<file path="src/rtl/core/kmd_pkg.sv">
// Shared types and constants for the key matrix debouncer.
package kmd_pkg;

  localparam int unsigned NumColumns = 8;
  localparam int unsigned NumRows    = 5;
  localparam int unsigned KeyWidth   = 40;
  localparam int unsigned KeyBits    = NumColumns * NumRows;

  localparam int unsigned StableWidth = 8;
  localparam int unsigned IdleWidth   = 16;
  localparam int unsigned AddrWidth   = 3;
  localparam int unsigned DataWidth   = 32;

  localparam logic [StableWidth-1:0] StableReset = 8'd5;
  localparam logic [IdleWidth-1:0]   IdleReset   = 16'd500;

  // Register index, taken from paddr[2]
  localparam logic RegStable = 1'b0;
  localparam logic RegIdle   = 1'b1;

  typedef enum logic [1:0] {
    OpScan  = 2'd0,
    OpMaint = 2'd1,
    OpWake  = 2'd2
  } op_e;

  typedef struct packed {
    logic [StableWidth-1:0] stable_scans_needed;
    logic [IdleWidth-1:0]   idle_limit;
  } cfg_t;

  typedef struct packed {
    logic                send_valid;
    logic [KeyWidth-1:0] report_keys;
    logic                sleep_request;
  } result_t;

  typedef struct packed {
    logic                asleep;
    logic [KeyWidth-1:0] accepted_keys;
  } status_t;

  function automatic logic [KeyWidth-1:0] used_key_mask();
    logic [KeyWidth-1:0] mask;
    for (int unsigned i = 0; i < KeyWidth; i++) begin
      mask[i] = (i < KeyBits);
    end
    return mask;
  endfunction

endpackage

</file>
<file path="src/rtl/core/kmd_cfg_regs.sv">
// Configuration register file behind the APB-style port.
module kmd_cfg_regs import kmd_pkg::*; (
  input  logic                 clk_i,
  input  logic                 rst_ni,
  input  logic                 psel,
  input  logic                 penable,
  input  logic                 pwrite,
  input  logic [AddrWidth-1:0] paddr,
  input  logic [DataWidth-1:0] pwdata,
  output logic [DataWidth-1:0] prdata,
  output logic                 pready,
  output cfg_t                 cfg_o
);

  cfg_t cfg_q;
  logic wr_en;

  assign pready = 1'b1;
  assign wr_en  = psel && penable && pwrite;

  always_ff @(posedge clk_i or negedge rst_ni) begin
    if (!rst_ni) begin
      cfg_q.stable_scans_needed <= StableReset;
      cfg_q.idle_limit          <= IdleReset;
    end else if (wr_en) begin
      case (paddr[2])
        RegStable: cfg_q.stable_scans_needed <= pwdata[StableWidth-1:0];
        RegIdle:   cfg_q.idle_limit          <= pwdata[IdleWidth-1:0];
        default: ;
      endcase
    end
  end

  always_comb begin
    case (paddr[2])
      RegStable: prdata = {{(DataWidth-StableWidth){1'b0}}, cfg_q.stable_scans_needed};
      RegIdle:   prdata = {{(DataWidth-IdleWidth){1'b0}}, cfg_q.idle_limit};
      default:   prdata = '0;
    endcase
  end

  assign cfg_o = cfg_q;

endmodule

</file>
<file path="src/rtl/core/kmd_engine.sv">
// Debounce and idle state with the per-item update logic.
module kmd_engine import kmd_pkg::*; (
  input  logic                clk_i,
  input  logic                rst_ni,
  input  logic                advance_i,
  input  logic [1:0]          opcode_i,
  input  logic [KeyWidth-1:0] key_matrix_i,
  input  cfg_t                cfg_i,
  output result_t             result_o,
  output status_t             status_o
);

  typedef struct packed {
    logic [KeyWidth-1:0]    accepted;
    logic [KeyWidth-1:0]    snapshot;
    logic                   debouncing;
    logic [StableWidth-1:0] match_count;
    logic [IdleWidth-1:0]   idle_count;
    logic                   asleep;
  } state_t;

  state_t state_q, state_d;

  logic [KeyWidth-1:0]    scan;
  logic [StableWidth-1:0] match_inc;
  logic [IdleWidth-1:0]   idle_inc;
  logic                   send, sleep_req;

  assign scan      = key_matrix_i & used_key_mask();
  assign match_inc = state_q.match_count + StableWidth'(1);
  assign idle_inc  = (&state_q.idle_count) ? state_q.idle_count
                                           : state_q.idle_count + IdleWidth'(1);

  always_comb begin
    state_d   = state_q;
    send      = 1'b0;
    sleep_req = 1'b0;
    case (op_e'(opcode_i))
      OpWake: begin
        state_d.idle_count = '0;
        state_d.asleep     = 1'b0;
      end
      OpMaint: begin
        send = !state_q.asleep;
      end
      OpScan: begin
        if (!state_q.asleep) begin
          if (state_q.debouncing) begin
            if (scan == state_q.snapshot) begin
              // saturate: accept only on the increment that hits the target
              if (!(&state_q.match_count)) begin
                state_d.match_count = match_inc;
                if (match_inc == cfg_i.stable_scans_needed) begin
                  state_d.accepted = state_q.snapshot;
                  send             = 1'b1;
                end
              end
            end else begin
              state_d.debouncing = 1'b0;
            end
          end else if (scan != state_q.accepted) begin
            state_d.snapshot    = scan;
            state_d.debouncing  = 1'b1;
            state_d.match_count = '0;
          end

          if (scan == '0) begin
            state_d.idle_count = idle_inc;
            if (idle_inc > cfg_i.idle_limit) begin
              sleep_req      = 1'b1;
              state_d.asleep = 1'b1;
            end
          end else begin
            state_d.idle_count = '0;
          end
        end
      end
      default: ;
    endcase
  end

  always_ff @(posedge clk_i or negedge rst_ni) begin
    if (!rst_ni) begin
      state_q <= '0;
    end else if (advance_i) begin
      state_q <= state_d;
    end
  end

  assign result_o.send_valid    = send;
  assign result_o.report_keys   = state_d.accepted;
  assign result_o.sleep_request = sleep_req;

  assign status_o.asleep        = state_q.asleep;
  assign status_o.accepted_keys = state_q.accepted;

endmodule

</file>
<file path="src/rtl/core/key_matrix_debounce_idle.sv">
// Top level of the key matrix debouncer with idle sleep.
// Each item (scan tick, maintenance tick or wake event) gives exactly one
// result item. An item is held in an input register, updated against the
// debounce state by one level of compare and counter logic, and captured in
// an output register, so the block takes one item per clock cycle unless the
// output stalls; a stall on the output holds the result register and then the
// input register, after which the input side stalls. Configuration goes
// through the APB-style port: stable_scans_needed at byte address 0, idle_limit
// at 4. The user must write each only while no item is in flight; not enforced.
module key_matrix_debounce_idle import kmd_pkg::*; (
  input  logic                 clk_i,
  input  logic                 rst_ni,
  input  logic                 in_valid_i,
  output logic                 in_stall_o,
  input  logic [1:0]           opcode_i,
  input  logic [KeyWidth-1:0]  key_matrix_i,
  output logic                 out_valid_o,
  input  logic                 out_stall_i,
  output logic                 send_valid_o,
  output logic [KeyWidth-1:0]  report_keys_o,
  output logic                 sleep_request_o,
  input  logic                 psel,
  input  logic                 penable,
  input  logic                 pwrite,
  input  logic [AddrWidth-1:0] paddr,
  input  logic [DataWidth-1:0] pwdata,
  output logic [DataWidth-1:0] prdata,
  output logic                 pready
);

  cfg_t    cfg;
  result_t step_res;
  status_t status;
  result_t res_q;

  logic                in_valid_q, out_valid_q;
  logic [1:0]          opcode_q;
  logic [KeyWidth-1:0] keys_q;
  logic                advance, in_take;

  // move the held item into the result register when that is free or draining
  assign advance    = in_valid_q && (!out_valid_q || !out_stall_i);
  assign in_stall_o = in_valid_q && !advance;
  assign in_take    = in_valid_i && !in_stall_o;

  kmd_cfg_regs u_cfg (
    .clk_i   (clk_i),
    .rst_ni  (rst_ni),
    .psel    (psel),
    .penable (penable),
    .pwrite  (pwrite),
    .paddr   (paddr),
    .pwdata  (pwdata),
    .prdata  (prdata),
    .pready  (pready),
    .cfg_o   (cfg)
  );

  kmd_engine u_engine (
    .clk_i        (clk_i),
    .rst_ni       (rst_ni),
    .advance_i    (advance),
    .opcode_i     (opcode_q),
    .key_matrix_i (keys_q),
    .cfg_i        (cfg),
    .result_o     (step_res),
    .status_o     (status)
  );

  always_ff @(posedge clk_i or negedge rst_ni) begin
    if (!rst_ni) begin
      in_valid_q <= 1'b0;
    end else if (in_take) begin
      in_valid_q <= 1'b1;
    end else if (advance) begin
      in_valid_q <= 1'b0;
    end
  end

  always_ff @(posedge clk_i) begin
    if (in_take) begin
      opcode_q <= opcode_i;
      keys_q   <= key_matrix_i;
    end
  end

  always_ff @(posedge clk_i or negedge rst_ni) begin
    if (!rst_ni) begin
      out_valid_q <= 1'b0;
    end else if (advance) begin
      out_valid_q <= 1'b1;
    end else if (!out_stall_i) begin
      out_valid_q <= 1'b0;
    end
  end

  always_ff @(posedge clk_i) begin
    if (advance) begin
      res_q <= step_res;
    end
  end

  assign out_valid_o     = out_valid_q;
  assign send_valid_o    = res_q.send_valid;
  assign report_keys_o   = res_q.report_keys;
  assign sleep_request_o = res_q.sleep_request;

`ifndef SYNTHESIS
  a_sleep_sticks: assert property (@(posedge clk_i) disable iff (!rst_ni)
    advance && step_res.sleep_request |=> status.asleep)
    else $error("sleep request did not put the engine to sleep");

  a_asleep_quiet: assert property (@(posedge clk_i) disable iff (!rst_ni)
    advance && status.asleep && (opcode_q != OpWake)
      |-> !step_res.send_valid && !step_res.sleep_request)
    else $error("asleep engine produced a report or sleep request");

  a_keys_only_on_send: assert property (@(posedge clk_i) disable iff (!rst_ni)
    advance && !step_res.send_valid |-> step_res.report_keys == status.accepted_keys)
    else $error("accepted keys changed without a report");

  a_input_held: assert property (@(posedge clk_i) disable iff (!rst_ni)
    in_valid_q && !advance |=> in_valid_q && $stable(opcode_q) && $stable(keys_q))
    else $error("held input item lost or changed");
`endif

endmodule

</file>
<file path="config.mk">
export PLATFORM = sky130hd
export DESIGN_NAME = key_matrix_debounce_idle
export DESIGN_NICKNAME = d
export VERILOG_FILES = /design/src/rtl/core/kmd_pkg.sv /design/src/rtl/core/kmd_cfg_regs.sv /design/src/rtl/core/kmd_engine.sv /design/src/rtl/core/key_matrix_debounce_idle.sv
export SDC_FILE = /design/constraint.sdc
export NUM_CORES = 1
export LEC_CHECK = 0
export BUFFER_PORTS_ARGS = -buffer_cell sky130_fd_sc_hd__buf_2
export CAP_MARGIN = 15
export CORE_ASPECT_RATIO = 1.5
export CORE_MARGIN = 2
export CORE_UTILIZATION = 47
export CTS_CLUSTER_SIZE = 25
export DETAILED_ROUTE_END_ITERATION = 7
export GPL_TIMING_DRIVEN = 1
export PLACE_DENSITY = 0.68
export SYNTH_ARGS = -nofsm -noshare
export SYNTH_HDL_FRONTEND = slang
export SYNTH_SLANG_ARGS = --single-unit
</file>
<file path="constraint.sdc">
create_clock -name clk_i -period 4.91 [get_ports clk_i]
set_clock_uncertainty 0.1 [all_clocks]
set_input_delay 1.473 -clock clk_i [delete_from_list [all_inputs] [get_ports clk_i]]
set_output_delay 1.473 -clock clk_i [all_outputs]
set_load 0.02 [all_outputs]
</file>
* Word-level counts from Yosys, hierarchy flattened
Cells that the tools add are included.
** Storage, ports and cells
- Register bits after elaboration :: 216
- Input port bits :: 84
- Output and inout bits :: 77
** Cells by class
- Add/sub/neg operators :: 2
- Magnitude comparators :: 1
- Eq/ne operators :: 9
- Muxes and demuxes :: 28
- Bitwise gates (word level) :: 4
- Reductions and logical operators :: 26
** Operators with widths (count)
- $mux W40 :: 5
- $mux W106 :: 1
- $mux W89 :: 1
- $pmux W32 S2 :: 1
- $mux W49 :: 1
- $eq A40 B40 Y1 :: 1
- $logic_not A40 Y1 :: 1
- $ne A40 B40 Y1 :: 1
- $pmux W17 S2 :: 1
- $mux W16 :: 2
- $add A16 B1 Y16 const B :: 1
- $gt A16 B16 Y1 :: 1
- $mux W8 :: 2
- $reduce_and A16 Y1 :: 1
- $mux W1 :: 12
- $mux W9 :: 1
- $add A8 B1 Y8 const B :: 1
- $eq A8 B8 Y1 :: 1
- $reduce_and A8 Y1 :: 1
- $ne A2 B2 Y1 const B :: 3
- $reduce_and A2 Y1 :: 3
- $reduce_and A3 Y1 :: 2
- $reduce_and A6 Y1 :: 1
- $reduce_bool A2 Y1 :: 3
- other kinds (11) :: 22

* Logic depth before layout (Yosys ltp)
Gate-level depths: netlist (run 1).
- Depth after elaboration :: 8
- Gate-level depth with buffers :: 13
- Depth with buffers taken out :: 13

* Cells and area by module
A second synthesis (run 1) with hierarchy kept.
** Second synthesis, totals
- Cell total of the unflattened synthesis :: 892
- Area total of the unflattened synthesis :: 11310.8 um^2
** By module, submodules not included
- kmd_engine :: times used 1, cells an instance 712, area each 7433.4 um^2
- key_matrix_debounce_idle :: times used 1, cells an instance 92, area each 2615.0 um^2
- kmd_cfg_regs :: times used 1, cells an instance 88, area each 1262.5 um^2

* Worst setup path before layout (run 1)
No wires, ideal clock.
- Path kind :: input -> output
- From :: input port paddr[2]
- To :: output port prdata[6]
- Arrival :: 2.403 ns
- Data required time :: 3.337 ns
- Slack :: 0.934 ns
- Cell stages on the path :: 3
- Buffers on the path :: 2
- Cells stage by stage :: clkbuf_1 clkbuf_1 mux2_2
** Between the ends
- Longest elaborated chain between the ends :: 2
** RTL lines
- start, declared :: line key_matrix_debounce_idle.sv:25 : input logic [AddrWidth-1:0] paddr,
- $not A1 Y1 (no source line)
- $pmux W32 S2 * :: line kmd_cfg_regs.sv:35 : case (paddr[2])
- end, declared :: line key_matrix_debounce_idle.sv:27 : output logic [DataWidth-1:0] prdata,
Every way passes the cells marked *; elsewhere a longest branch is shown, timed or not. The select of a mux whose other input is x is not followed.

* Worst setup path after layout (run 1)
- From :: register u_engine.state_q[1] in the netlist's numbering
- To :: register res_q, in the netlist sleep_request_o (data pin)
** Between the ends
- Longest elaborated chain between the ends :: 5
- Elaborated cells on any way between the ends :: 6
** RTL lines
- start, declared :: line kmd_engine.sv:22 : state_t state_q, state_d;
- start signal, assigned :: line kmd_engine.sv:86 : state_q <= state_d;
- $add A16 B1 Y16 or $reduce_and A16 Y1 (tied branches) :: line kmd_engine.sv:32, kmd_engine.sv:31
- $mux W16 * :: line kmd_engine.sv:31 : assign idle_inc = (&state_q.idle_count) ? state_q.idle_count
- $gt A16 B16 Y1 * :: line kmd_engine.sv:69 : if (idle_inc > cfg_i.idle_limit) begin
- $mux W1 * :: line kmd_engine.sv:69
- $mux W1 * :: line kmd_engine.sv:67 : if (scan == '0) begin
- end signal, assigned :: line key_matrix_debounce_idle.sv:99 : res_q <= step_res;
- end, declared :: line key_matrix_debounce_idle.sv:34 : result_t res_q;
Every way passes the cells marked *; elsewhere a longest branch is shown, timed or not.
A chain may end at the register's enable or synchronous reset.

==> results of run 1 <==
area by class of cell:
class	instances	share of cell area [%]
clock buffers	30	5.13
multi-input cells	519	36.6
clock inverters	10	0.743
well taps	276	2.85
flip-flops and latches	216	48.1
inverters	24	0.743
repair buffers	133	5.78
state kept, by name (all words and copies together) (netlist names), 2 cells and up:
register and flops:
u_engine.state_q 65, report_keys_o 40, u_engine.status_o 41, opcode_q 2, keys_q 40, u_cfg.cfg_o 24
synth_stat cells (3+ instances only):
library cell  instances  share of area [%]
a21oi_1              16               0.76
nand3_2               3               0.28
buf_6                 8               0.85
dfstp_2               8                2.0
inv_1                24               0.85
mux2_2              128                 14
nor3_1               12               0.57
ha_1                 18                2.1
and2_1               12               0.71
dfrtp_1             124                 29
a31oi_1               7               0.41
clkbuf_1             17               0.60
nor2_1                6               0.21
edfxtp_1             84                 24
or3_1                 3               0.18
mux2_4               27                3.8
and3_1                7               0.41
nand2b_1              3               0.18
buf_4                17                1.2
o21a_1                9               0.64
o21ai_0              21                1.0
xor2_1               85                7.1
nand3_1              15               0.71
a31o_2                5               0.41
o31ai_1               3               0.21
a21o_1                7               0.50
nand4_1              12               0.71
xnor2_1              11               0.91
nor4_1               33                2.0
nand2_1              27               0.96
nor2b_1               3               0.18
worst max-delay path by stage:
stage,depth (start not counted),startpoint,to,slack [ps]
2_1_floorplan,3,paddr[2],prdata[6],930
3_3_place_gp,13,u_engine.state_q[1],sleep_request_o,990
3_5_place_dp,12,u_engine.state_q[1],u_engine.status_o[40],970
4_1_cts,13,u_engine.state_q[1],sleep_request_o,940
5_1_grt,12,u_engine.state_q[1],u_engine.status_o[40],700
6_report,13,u_engine.state_q[1],sleep_request_o,970
worst register-to-register path: cells and delay by family, from the launching register on:
kind	cells	cell delay, ps
compound gates	6	1260
xor+xnor	1	150
fa+ha+maj	2	520
flops	1	450
simple gates	4	1200
stage by stage:
step	power (uW)	setup slack [ps]
4_1_cts	4880	938
3_3_place_gp	3180	988
2_1_floorplan	2920	934
6_report	4810	965
3_5_place_dp	3210	967
5_1_grt	5050	696
layer usage:
metal	global-route usage, %	share of wire, %
met3	2.45	3.4
met1	22.5	39
met5	0	0
met4	6.34	3.0
met2	36.6	55
cells by family after synthesis:
group	count (synthesis)	share of synthesized area [%]
AOI/OAI and AO/OA	86	5.59
xor gates and xnor gates	96	7.96
adders and majority gates	18	2.13
buffers and inverters	66	3.52
DFF	216	55.3
muxes	157	17.7
other	2	0.0711
and+or+nand+nor	145	7.77
report_power, final:
group / total, uW / switching [uW] / internal (uW)
clock network: 1650 / 701 / 947
logic: 748 / 384 / 364
registers: 2420 / 267 / 2150
==> results.toml, run 1 <==
[status]
status = "completed"

[synthesis]
synth_async_sr_flop_share_pct = 61.1
synthCells = 786
syn_area_um2 = 10600
synth.distinct_cells = 54
ys.flop_type = "dfrtp_1"
yosysWarnings = 0
ys_seq_area_share_pct = 55.3
ys_seq_elements = 216
synth_edf_count = 84
postSynthAreaPerCell_um2 = 13.4

[cts]
clock-sinks = 216
numCtsBuffers = 22
clockRootBuffer = "clkbuf_16"
postCtsSetupBuffers = 0
max-clock-path-buffers = 3
hold_buffers = 0
htreeDepth = 1
clk_pin_slew_ps = 70
clock_latency_ps = 510
cts_resized = 0
cts_tree = "yes"

[placed_design]
place.gp.congestion = 0.801
placed_area_um2 = 11400
dpl.cell_count = 1168
port-buffer-count = 125
dp_hpwl_um = 16600

[global_route]
grt_max_degree = 78
grt_pass1_vias = 6733
grt_use_total_pct = 19.4
grt-ovfl-total = 0
grt_pass1_wl_um = 36200
antenna_found_initial = 0

[setup_path]
timing.rr.start = "u_engine.state_q[1]"
reg2reg_to = "sleep_request_o"
reg2reg_depth = 13
cpMostUsedCell = "a21o_1"
cp_max_fo = 8
cp_data_required_time_ps = 5040
critPathKind = "reg -> reg"
critPathCaptureType = "flop"
crit_chain = "ha_1 > nand3_1 > nor4_2 > a21oi_1 > and3_1 > xor2_1 > ha_1 > a21o_1 > a21o_1 > a21o_1 > a21oi_1 > o2111a_1 > nor3b_1"
cp.arrival_ps = 4080
worst-r2r-setup-slack_ps = 970
max_stage_delay_ps = 670
critPathBufInv = 0
critPathTopFamily = "compound AO/OA/AOI/OAI gates"
critPathLaunchType = "flop"
cpMaxStageDelayCell = "nor4_2"

[cells_and_area]
stdcell_count = 1208
final_core_util_pct = 54.6
nets = 1018
drive_gt1_share_pct = 37.2
regArea_um2 = 5840
antenna_cells = 0
layout_common_cells = "128 x mux2_2, 124 x dfrtp_1, 124 x buf_2"
multiInputGateArea_um2 = 4440
syn2layout_area_growth_pct = 14.8
postLayoutCellArea_um2 = 12100
fill_cells = 1857
mostFrequentLayoutCell = "mux2_2"

[routing]
num_vias = 6541
ant_nets = 0
first_iter_violations = 291
drcViolationCount = 0
viasPerCell = 5.41
detail_route.first_pass.iterations = 6
wl_per_cell_um = 19.2
finalWirelength_um = 23200

[min_path]
whs_endpoint = "u_cfg.cfg_o[10]"
holdPathStages = 1
hold_start = "u_cfg.cfg_o[10]"
min_path_type = "reg -> reg"

[floorplan]
coreArea_um2 = 22200
io_pins = 161
die_h_um = 188
std_cell_rows = 67
initial_core_util_pct = 47.5
die_x_um = 126
die_area_um2 = 23700

[sta]
clock.fmax_mhz = 253
finalHoldViolations = 0
slew_headroom_pct = 25.2
tightest_slew_ps = 1120
hold_slack_ps = 430
fin_setup_tns_ps = 0
period_share_pct = 80.3
fin_crit_ps = 3940
report.final.slew_viol_count = 0
rsz0062_at_grt = "false"
setup_viol = 0

[run]
cap_violations = 0

[power_and_ir_drop]
powerDensity_nw_per_um2 = 397
leakage_uw = 0.00550
ir_drop_v = 0.000303
No activity file was read; power rests on OpenSTA's default activity.
==> run 2, diff against run 1 <==
- ABC_AREA: default -> 1
- PLACE_DENSITY: 0.68 -> 0.67
- clock period: 4.91 -> 3.9 ns (I/O delays scaled with it)
==> run 2 against run 1 <==
Hold slack lost 40 ps. Fmax grew 17%. Die area grew 7.4%. Highest routed layer is now met5. First-iteration DRC count grew 93%. Power grew 37%. Synthesized cell count grew 75%. Setup slack lost 440 ps. Critical endpoint unchanged.
==> results.toml, run 2 <==
[status]
status = "completed"

[synthesis]
synth_most_common_cell = "nand2_1"
synth_area_leader_cell = "dfrtp_1"
yosysWarnings = 0
postSynthAreaPerCell_um2 = 8.28
ys.flop_type = "dfrtp_1"
synth.distinct_cells = 40
ys_seq_elements = 216
synth_top_area_share_pct = 27.3
synthCells = 1372
synth.top_cells.by_count = "394 x nand2_1, 200 x inv_1, 124 x dfrtp_1, 114 x nand3_1, 84 x edfxtp_1"
synth_async_sr_flop_share_pct = 61.1
synth_edf_count = 84
ys_top_cells_by_area = "dfrtp_1 27%, edfxtp_1 22%, nand2_1 13%"
ys_seq_area_share_pct = 51.4
syn_area_um2 = 11400

[setup_path]
max_stage_delay_ps = 370
critPathLaunchType = "flop"
crit_chain = "ha_1 > inv_1 > nor3_2 > nand2_1 > nor2_2 > nand4_1 > inv_1 > nor2_1 > xor2_1 > inv_1 > ha_1 > nand2_1 > nor2_1 > nand2_1 > nor4_1 > nor2_1 > nand2_1 > nor2_1"
cp.arrival_ps = 3540
critPathCaptureType = "flop"
critPathKind = "reg -> reg"
cp_data_required_time_ps = 4070
timing.rr.start = "u_engine.state_q[2]"
cpMaxStageDelayCell = "dfrtp_1"
critical_path.startpoint = "u_engine.state_q[2]"
cp_max_fo = 6

[floorplan]
io_pins = 161
initial_core_util_pct = 47.8
die_h_um = 194
std_cell_rows = 69
coreArea_um2 = 23700
die_x_um = 131
die_area_um2 = 25500

[routing]
drcViolationCount = 0
first_iter_violations = 561
viasPerCell = 4.91
ant_nets = 0
num_vias = 8988
finalWirelength_um = 26800
wl_per_cell_um = 14.6
detail_route.first_pass.iterations = 5

[power_and_ir_drop]
combPwrFrac_pct = 18.5
p_int_uw = 4610
net-switching-power_uw = 2000
ir_drop_v = 0.000397
powerDensity_nw_per_um2 = 506
leakage_uw = 0.00663
power_uw = 6620
switching_share_pct = 30.3
seqPwrFrac_pct = 44.7
p_clk_share_pct = 36.8

[global_route]
grt_pass1_vias = 8782
grt.busiest_layer = "met2"
grt_max_degree = 81
antenna_found_initial = 2
use_met2_pct = 39.1
use_met3_pct = 2.75
grt_pass1_wl_um = 43800
grt_use_total_pct = 21.7
globalRouteMet1Util_pct = 26.5
grt-ovfl-total = 0

[cts]
hold_buffers = 0
postCtsSetupBuffers = 0
htreeDepth = 1
cts_resized = 0
clockRootBuffer = "clkbuf_16"
clk_pin_slew_ps = 70
max-clock-path-buffers = 3
clock-sinks = 216
numCtsBuffers = 23
clock_latency_ps = 510
cts_tree = "yes"

[placed_design]
dp_hpwl_um = 18800
dpl.cell_count = 1789
place.gp.congestion = 0.848
port-buffer-count = 125
dpl_worst_slack_ps = 542

[sta]
hold_slack_ps = 390
setup_viol = 0
report.final.slew_viol_count = 0
tightest_slew_ps = 926
finalHoldViolations = 0
fin_setup_tns_ps = 0
rsz0062_at_grt = "false"
fin_crit_ps = 3370
slew_headroom_pct = 38.1
period_share_pct = 86.4
clock.fmax_mhz = 297
worst_slack_ps = 530

[run]
cap_violations = 0

[cells_and_area]
layout_common_cells = "393 x nand2_1, 199 x inv_1, 124 x dfrtp_1, 124 x buf_2, 114 x nand3_1"
largest_reg_flops = 65
fill_cells = 2167
stdcell_count = 1831
drive_gt1_share_pct = 16.8
syn2layout_area_growth_pct = 15.1
nets = 1597
top_register = "u_engine.state_q"
mostFrequentLayoutCell = "nand2_1"

[min_path]
min_path_type = "reg -> reg"
hold_start = "u_cfg.cfg_o[1]"
run 2: cell count changes after synthesis, sizes merged, moves of 12 or more:
cell,delta
o21ai,+57
nand2,+410
mux2,-155
nand3,+101
nand4,+12
buf,+12
a21oi,+13
nor2,+69
nor4,-26
xor2,-63
and2,+29
inv,+182
run 2: stage by stage:
step           utilization [%]  instance area [um^2]
2_1_floorplan                -                 11400
3_3_place_gp              51.5                 12200
3_5_place_dp              51.5                 12200
4_1_cts                   55.1                 13100
5_1_grt                   55.1                 13100
6_report                  55.1                 13100
run 2: kinds of logic (layout without fill, tap and decap cells):
logic type | Yosys count | count (layout) | synth area share, %
AO/OA/AOI/OAI | 118 | 118 | 5.36
XOR/XNOR | 39 | 39 | 3.01
adder cells (fa/ha/maj) | 18 | 18 | 1.98
buffers and inverters | 262 | 386 | 9.74
flip-flops | 216 | 216 | 51.4
other | 2 | 18 | 0.0661
AND/OR/NAND/NOR | 717 | 717 | 28.5
run 2: final cells by class:
cell class | count | area [um^2] | area share (%)
Multi-Input combinational cell | 909 | 4480 | 34.2
Timing Repair Buffer | 138 | 742 | 5.67
Tap cell | 319 | 399 | 3.05
Clock buffer | 26 | 628 | 4.80
Sequential cell | 216 | 5840 | 44.6
Inverter | 207 | 777 | 5.94
Antenna cell | 1 | 2.50 | 0.0191
Clock inverter | 15 | 218 | 1.66
run 2: power groups by stage:
stage                     logic, uW  registers [uW]  clock network (uW)
after floorplan                 836            2990                   0
after global placement         1210            2980                   0
after detailed placement       1230            2990                   0
after CTS                      1240            2950                2480
after global routing           1410            3000                2570
final                          1220            2960                2440
run 2: worst max-delay path, delay by kind of cell, from the launching register on:
| family | cells | cell delay, ps |
|---|---|---|
| simple gates | 12 | 1540 |
| fa+ha+maj | 2 | 500 |
| buf+inv | 3 | 400 |
| flops | 1 | 370 |
| xor+xnor | 1 | 230 |
run 2: per-layer routing:
layer  wire, um  share of wire, %  vias up
met3       1180               4.4       51
met1      10700                40     4156
li1           -                 -     4546
met4        774               2.9        4
met2      14000                52      231
met5         30              0.11        -
run 2: worst paths after layout:
kind | cells after the start | endpoint | slack [ps]
setup / recovery | 18 | sleep_request_o | 530
hold / removal | 2 | u_cfg.cfg_o[1] | 390
min in group asynchronous | 1 | u_cfg.cfg_o[20] | 590
max in group asynchronous | 2 | u_engine.status_o[10] | 2380
hold reg to reg | 2 | u_cfg.cfg_o[1] | 390
setup reg to reg | 18 | sleep_request_o | 530
